## src/rtl/apotc_pkg.sv

```systemverilog
// ----------------------------------------------------------------------------
// apotc_pkg
// Shared constants, result type and digit helper for the command parser.
// ----------------------------------------------------------------------------
package apotc_pkg;

    localparam int unsigned LINE_CAPACITY_DEF = 19;
    localparam int unsigned NUM_CHARS         = 8;
    localparam int unsigned CHAR_IDX_W        = $clog2(NUM_CHARS);
    localparam int unsigned PERCENT_MAX_LEN   = 3;
    localparam int unsigned LEN_OUT_W         = 5;

    localparam logic [7:0] CR_BYTE    = 8'd13;
    localparam logic [7:0] ZERO_BYTE  = 8'd0;
    localparam logic [7:0] ASCII_ZERO = 8'd48;
    localparam logic [7:0] DEC_BASE   = 8'd10;

    typedef logic [7:0] t_char;

    typedef struct packed {
        logic [LEN_OUT_W-1:0] line_length;
        logic                 overflowed;
        logic                 is_time_pair;
        logic [7:0]           percent;
        logic [7:0]           start_hours;
        logic [7:0]           start_minutes;
        logic [7:0]           end_hours;
        logic [7:0]           end_minutes;
    } t_result;

    function automatic logic [7:0] acc_digit(input logic [7:0] acc, input logic [7:0] c);
        acc_digit = 8'(acc * DEC_BASE + c - ASCII_ZERO);
    endfunction

endpackage

```

## src/rtl/apotc_parse.sv

```systemverilog
// ----------------------------------------------------------------------------
// apotc_parse
// Decimal evaluation of a finished line: percentage or HHMM/HHMM pair.
// ----------------------------------------------------------------------------
module apotc_parse #(
    parameter int unsigned CNT_W = 5
) (
    input  apotc_pkg::t_char   i_chars [apotc_pkg::NUM_CHARS],
    input  logic [CNT_W-1:0]   i_len,
    input  logic               i_lost,
    output apotc_pkg::t_result o_result
);

    logic              is_time;
    logic [7:0]        pct;
    logic [7:0]        vals [4];
    apotc_pkg::t_char  c;

    always_comb begin
        is_time = i_len > CNT_W'(apotc_pkg::PERCENT_MAX_LEN);
        pct     = 8'd0;
        for (int i = 0; i < 4; i++) begin
            vals[i] = 8'd0;
        end
        c = apotc_pkg::ASCII_ZERO;
        if (is_time) begin
            for (int i = 0; i < apotc_pkg::NUM_CHARS; i++) begin
                c = (i_len > CNT_W'(i)) ? i_chars[i] : apotc_pkg::ASCII_ZERO;
                vals[i/2] = apotc_pkg::acc_digit(vals[i/2], c);
            end
        end else begin
            for (int i = 0; i < apotc_pkg::PERCENT_MAX_LEN; i++) begin
                if (i_len > CNT_W'(i)) begin
                    pct = apotc_pkg::acc_digit(pct, i_chars[i]);
                end
            end
        end
        o_result.line_length   = apotc_pkg::LEN_OUT_W'(i_len);
        o_result.overflowed    = i_lost;
        o_result.is_time_pair  = is_time;
        o_result.percent       = pct;
        o_result.start_hours   = vals[0];
        o_result.start_minutes = vals[1];
        o_result.end_hours     = vals[2];
        o_result.end_minutes   = vals[3];
    end

endmodule

```

## src/rtl/ascii_percent_or_time_command_parser.sv

```systemverilog
// ----------------------------------------------------------------------------
// ascii_percent_or_time_command_parser
// Gathers received bytes into a command line and parses it on carriage return.
// ----------------------------------------------------------------------------
// Usage:
//   Input channel i_rx_valid / o_rx_ready carries one received byte per
//   transfer. Every byte other than carriage return updates the line state
//   and yields nothing. A carriage return yields one result on the output
//   channel o_res_valid / i_res_ready: the line length, overflow flag, a
//   percentage for lines of up to three characters, or start/end HHMM
//   values for longer lines.
//   Throughput: one byte per cycle. Latency: the result is valid in the
//   cycle after the carriage return transfer, from the result register.
//   While a result waits, the next byte is still taken in the cycle that
//   the result transfers; a stalled receiver holds o_rx_ready low only
//   while the result register is full and not being drained.
//   Reset (synchronous, active low) clears the line state, empties the
//   result register and sets the stored leading characters to ASCII zero.
// ----------------------------------------------------------------------------
module ascii_percent_or_time_command_parser #(
    parameter int unsigned LINE_CAPACITY = apotc_pkg::LINE_CAPACITY_DEF
) (
    input  logic       i_clk,
    input  logic       i_rst_n,
    input  logic       i_rx_valid,
    output logic       o_rx_ready,
    input  logic [7:0] i_rx_byte,
    output logic       o_res_valid,
    input  logic       i_res_ready,
    output logic [4:0] o_line_length,
    output logic       o_overflowed,
    output logic       o_is_time_pair,
    output logic [7:0] o_percent,
    output logic [7:0] o_start_hours,
    output logic [7:0] o_start_minutes,
    output logic [7:0] o_end_hours,
    output logic [7:0] o_end_minutes
);

    localparam int unsigned CNT_W = $clog2(LINE_CAPACITY + 1);

    logic [CNT_W-1:0]   r_count;
    logic               r_zero_seen;
    logic               r_lost;
    apotc_pkg::t_char   r_chars [apotc_pkg::NUM_CHARS];
    logic               r_res_valid;
    apotc_pkg::t_result r_res;
    apotc_pkg::t_result n_res;
    logic               rx_xfer;
    logic               is_cr;

    assign o_rx_ready = !r_res_valid || i_res_ready;
    assign rx_xfer    = i_rx_valid && o_rx_ready;
    assign is_cr      = i_rx_byte == apotc_pkg::CR_BYTE;

    apotc_parse #(
        .CNT_W(CNT_W)
    ) u_parse (
        .i_chars  (r_chars),
        .i_len    (r_count),
        .i_lost   (r_lost),
        .o_result (n_res)
    );

    always_ff @(posedge i_clk) begin
        if (!i_rst_n) begin
            r_count     <= '0;
            r_zero_seen <= 1'b0;
            r_lost      <= 1'b0;
            r_res_valid <= 1'b0;
            for (int i = 0; i < apotc_pkg::NUM_CHARS; i++) begin
                r_chars[i] <= apotc_pkg::ASCII_ZERO;
            end
        end else begin
            if (rx_xfer && is_cr) begin
                r_res_valid <= 1'b1;
            end else if (i_res_ready) begin
                r_res_valid <= 1'b0;
            end
            if (rx_xfer) begin
                if (is_cr) begin
                    r_res       <= n_res;
                    r_count     <= '0;
                    r_zero_seen <= 1'b0;
                    r_lost      <= 1'b0;
                end else if (!r_zero_seen) begin
                    if (i_rx_byte == apotc_pkg::ZERO_BYTE) begin
                        r_zero_seen <= 1'b1;
                    end else if (r_count >= CNT_W'(LINE_CAPACITY)) begin
                        r_lost <= 1'b1;
                    end else begin
                        if (r_count < CNT_W'(apotc_pkg::NUM_CHARS)) begin
                            r_chars[r_count[apotc_pkg::CHAR_IDX_W-1:0]] <= i_rx_byte;
                        end
                        r_count <= r_count + 1'b1;
                    end
                end
            end
        end
    end

    assign o_res_valid     = r_res_valid;
    assign o_line_length   = r_res.line_length;
    assign o_overflowed    = r_res.overflowed;
    assign o_is_time_pair  = r_res.is_time_pair;
    assign o_percent       = r_res.percent;
    assign o_start_hours   = r_res.start_hours;
    assign o_start_minutes = r_res.start_minutes;
    assign o_end_hours     = r_res.end_hours;
    assign o_end_minutes   = r_res.end_minutes;

endmodule

```

## config.mk

```make
export PLATFORM = sky130hd
export DESIGN_NAME = ascii_percent_or_time_command_parser
export DESIGN_NICKNAME = d
export VERILOG_FILES = /design/src/rtl/apotc_pkg.sv /design/src/rtl/apotc_parse.sv /design/src/rtl/ascii_percent_or_time_command_parser.sv
export SDC_FILE = /design/constraint.sdc
export NUM_CORES = 1
export LEC_CHECK = 0
export ABC_AREA = 1
export ABC_CLOCK_PERIOD_IN_PS = 12400
export BUFFER_PORTS_ARGS = -buffer_cell sky130_fd_sc_hd__buf_2
export CORE_UTILIZATION = 49
export CTS_CLUSTER_SIZE = 30
export DETAILED_ROUTE_END_ITERATION = 8
export MAX_ROUTING_LAYER = met4
export PLACE_DENSITY_LB_ADDON = 0.25
export SYNTH_ARGS = -nofsm -noshare
export SYNTH_HDL_FRONTEND = slang
export SYNTH_HIERARCHICAL = 1
export SYNTH_SLANG_ARGS = --single-unit
```

## constraint.sdc

```tcl
create_clock -name i_clk -period 12.4 [get_ports i_clk]
set_input_delay 1.86 -clock i_clk [delete_from_list [all_inputs] [get_ports i_clk]]
set_output_delay 1.86 -clock i_clk [all_outputs]
set_load 0.01 [all_outputs]
```

# --- After elaboration in Yosys (flattened, before gate mapping) ---
# Index checks and enable logic that the tools add are counted.
totals:
  regBits: 119
classes:
  addsub: 18
  reduce_logical: 12
  order_cmp: 12
  mux: 29
  n_eq_ne: 4
  multipliers: 6
  n_bitwise: 5
ops:
  columns: ["op", "n"]
  rows:
  - ["$mux 8", 14]
  - ["$sub 8x6->8 const B", 11]
  - ["$bwmux 64", 1]
  - ["$add 8x8->8", 6]
  - ["$mul 8x3->7 const B", 6]
  - ["$demux 8 s3", 1]
  - ["$gt 5x3->1 const B", 4]
  - ["$mux 5", 4]
  - ["$gt 5x1->1 const B", 2]
  - ["$gt 5x2->1 const B", 2]
  - ["$mux 1", 9]
  - ["$eq 8x4->1 const B", 1]
  - ["$logic_not 8->1", 1]
  - ["$reduce_and 4->1", 2]
  - ["$reduce_and 6->1", 1]
  - ["$add 5x1->5 const B", 1]
  - ["$ge 5x5->1 const B", 1]
  - ["$lt 5x4->1 const B", 1]
  - ["$ge 4x4->1 const B", 1]
  - ["$lt 4x1->1 const B", 1]
  - ["$ne 2x2->1 const B", 2]
  - ["$not 1->1", 4]
  - ["$not 3->4", 1]
  - ["$reduce_bool 2->1", 2]
  - ["5 further kinds", 7]

# --- Depth between registers and ports, before layout ---
depth:
  word_depth: 12
  mapped_depth: 36
  mapped_depth_nobuf: 35

# --- Cells and area by module ---
# Netlist, hierarchy kept.
modules_own_cells:
  columns: ["mod", "instances", "cells_per_inst", "area_per_inst_um2", "seq_area_each_um2"]
  rows:
  - ["ascii_percent_or_time_command_parser", 1, 483, 4564.4, 2852.7]
  - ["apotc_parse", 1, 629, 3943.8, 0.0]

# --- Least setup slack after synthesis ---
# Ideal clock, no wire load.
synth_path:
  path_type: "register to register"
  from: "register r_count[3]"
  to: "register r_res, in the netlist o_percent[7], data pin"
  path_stages_with_launch: 34
  path_slack_ns: 7.274
  synth_period_minus_slack_ns: 5.126
  arrival_ns: 4.981
  setup_ns: 0.146
  required_ns: 12.254
  path_cell_list: "dfxtp_1 > nor2_4 > nand2_2 > buf_6 > nor2_8 > inv_6 > nand2_1 > nor2_1 > nor2_1 > ha_1 > inv_1 > ha_1 > inv_1 > ha_1 > or2_2 > nand2_1 > nand2_1 > nand2_1 > inv_1 > ha_1 > fa_1 > xnor2_1 > ha_1 > inv_1 > ha_1 > a21oi_1 > nand2_1 > nor2b_1 > nand3_1 > nand2_1 > nand2_1 > nand3_1 > nand2_1 > a21oi_1"
synth_between:
  elab_chain_cells: 12
  elab_cells_between_ends: 15
  classes_between: "add/sub (4); mul (2); order compare (4); mux (5)"
synth_lines:
  columns: ["element", "line_no", "source"]
  rows:
  - ["start: declaration", "ascii_percent_or_time_command_parser.sv:42", "logic [CNT_W-1:0] r_count;"]
  - ["start signal: assignment", "ascii_percent_or_time_command_parser.sv:95", "r_count <= r_count + 1'b1;"]
  - ["$gt 5x1->1", "apotc_parse.sv:33", "if (i_len > CNT_W'(i)) begin"]
  - ["$mux 8", "apotc_parse.sv:33", null]
  - ["$mux 8", "apotc_parse.sv:26", "if (is_time) begin"]
  - ["$mul 8x3->7", "apotc_pkg.sv:32", "acc_digit = 8'(acc * DEC_BASE + c - ASCII_ZERO);"]
  - ["$add 8x8->8", "apotc_pkg.sv:32", null]
  - ["$sub 8x6->8", "apotc_pkg.sv:32", null]
  - ["$mux 8", "apotc_parse.sv:33", null]
  - ["$mux 8", "apotc_parse.sv:26", null]
  - ["$mul 8x3->7", "apotc_pkg.sv:32", null]
  - ["$add 8x8->8", "apotc_pkg.sv:32", null]
  - ["$sub 8x6->8", "apotc_pkg.sv:32", null]
  - ["$mux 8", "apotc_parse.sv:33", null]
  - ["end signal: assignment", "ascii_percent_or_time_command_parser.sv:82", "r_res <= n_res;"]
  - ["end: declaration", "ascii_percent_or_time_command_parser.sv:47", "apotc_pkg::t_result r_res;"]
# Several ways; a longest one is shown, not always the timed one. The select of a mux whose other input is x is not followed.
# A chain may end at the register's enable or synchronous reset.

# --- Worst setup path in the final report ---
layout_path:
  from: "register r_count[0]"
  to: "register r_res, in the netlist o_percent[7], data pin"
# Same word-level chain as after synthesis.

==> impl_metrics.toml <==
[run_status]
status = "completed"

[yosys]
syn_inst = 1102
avgSynthCellArea_um2 = 7.65
syn_area_um2 = 8430
syn-num-nets = 1231
yosys_warnings = 6

[cts]
clock_latency_ns = 0.41
postCtsSetupRepairBufs = 0
cts_made_buffers = 17
cts_tree = "yes"
postCtsHoldBufs = 0
clk_pin_slew_ns = 0.05
ctsLongestPathBuffers = 2
htreeDepth = 4
ctsResizeCount = 0
clock_sinks = 117
root_buffer = "clkbuf_16"

[floorplanning]
ios = 61
dieArea_um2 = 17700
fp.dieH_um = 133
coreArea_um2 = 16700
core.rowCount = 47
start_util_pct = 50.5
fp.dieW_um = 133

[power_and_ir_drop]
ir_drop_v = 0.000104
p_per_area_nw_per_um2 = 118
power.leakage_nw = 4.48

[detailed_routing]
vias = 6941
wl_per_cell_um = 13.7
first_iter_violations = 362
drc_errors = 0
vias_per_cell = 5.06
wirelength_um = 18800
postRouteAntennaNets = 0
dr.pass1.iters = 5

[sta]
fin_tns_setup_ns = 0
hold_viol = 0
rsz0062_at_grt = "no"
skew_ns = 0.00597
timing.final.crit_share_pct = 48.3
tightest_slew_ns = 1.05
fmax_mhz = 167
final.min_clock_period_ns = 5.99
whs_ns = 0.442
slew_headroom_pct = 30.3
final_max_slew_viol_count = 0
setup_viol = 0

[finish]
multi_input_area_um2 = 4680
final_core_util_pct = 56.0
nFillCells = 1607
drive_above_1_share_pct = 12.1
area_growth_pct = 10.9
stdcell_area_um2 = 9350
layout_common_cells = "nand2_1, inv_1, nor2_1"
final_nets = 1268
final_common_cell = "nand2_1"
antenna_cells = 0
regArea_um2 = 2810
final_cells = 1372

[place]
portBuffers = 60
dp_cells = 1340
post-dp-hpwl_um = 13300
place.gp.congestion = 0.937
placed_area_um2 = 8730

[global_routing]
grt_usage_pct = 23.0
grt_pass1_vias = 6481
grt_overflow = 0
grt_pass1_wl_um = 31100
antenna_found_initial = 0
grt_max_degree = 114

[hold_path]
hold_path.class = "flop to flop"

[worst_setup_path]
required_ns = 12.66
arrival_ns = 6.25
crit_fanout = 13
crit_buf_inv = 6
crit_family = "adder cells"
cpMostUsedCell = "nand2_1"
end_kind = "flop"
crit_type = "flop to flop"
cp_slowest_cell = "dfxtp_1"
start_kind = "flop"
crit_path_max_incr_delay_ns = 0.63

[job]
cap_violations = 0
[flip-flops by register name, indices dropped and copies added, names as in the netlist, 5 cells and up]
name	flops
o_line_length	5
o_percent	8
o_end_hours	8
o_end_minutes	8
r_count	5
r_chars	62
o_start_minutes	8
o_start_hours	8
[metal layers]
metal	part of all wire, %	up-vias	track usage [%]
met5	0	-	-
met4	2.2	0	10.0
met3	4.4	30	3.81
met2	46	158	36.3
met1	48	3110	29.2
li1	-	3643	-
[stage by stage]
stage | power [W] | worst slack (ns)
global route | 0.00116 | 5.89
CTS | 0.00111 | 6.43
global placement | 0.000599 | 6.65
floorplan | 0.000567 | 7.27
detailed placement | 0.000601 | 6.50
finish | 0.00111 | 6.41
[area by class of cell]
cell class / count / area share (%)
Clock buffer: 27 / 6.06
Timing Repair Buffer: 65 / 3.61
Multi-Input combinational cell: 774 / 50.0
Clock inverter: 5 / 0.589
Tap cell: 220 / 2.94
Sequential cell: 117 / 30.1
Inverter: 164 / 6.69
[power by group]
| group | switching (W) | leakage (nW) | internal (W) |
|---|---|---|---|
| clock | 0.000174 | 0.309 | 0.000333 |
| combinational | 0.000119 | 3.15 | 0.0000669 |
| sequential | 0.00000858 | 1.02 | 0.000406 |
[final timing paths]
| kind | start | slack, ns | cells past startpoint | to |
|---|---|---|---|---|
| max | r_count[0] | 6.41 | 32 | o_percent[7] |
| min | r_lost | 0.44 | 0 | o_overflowed |
| max reg2reg | r_count[0] | 6.41 | 32 | o_percent[7] |
| min reg2reg | r_lost | 0.44 | 0 | o_overflowed |
(Power assumes the default switching activity.)
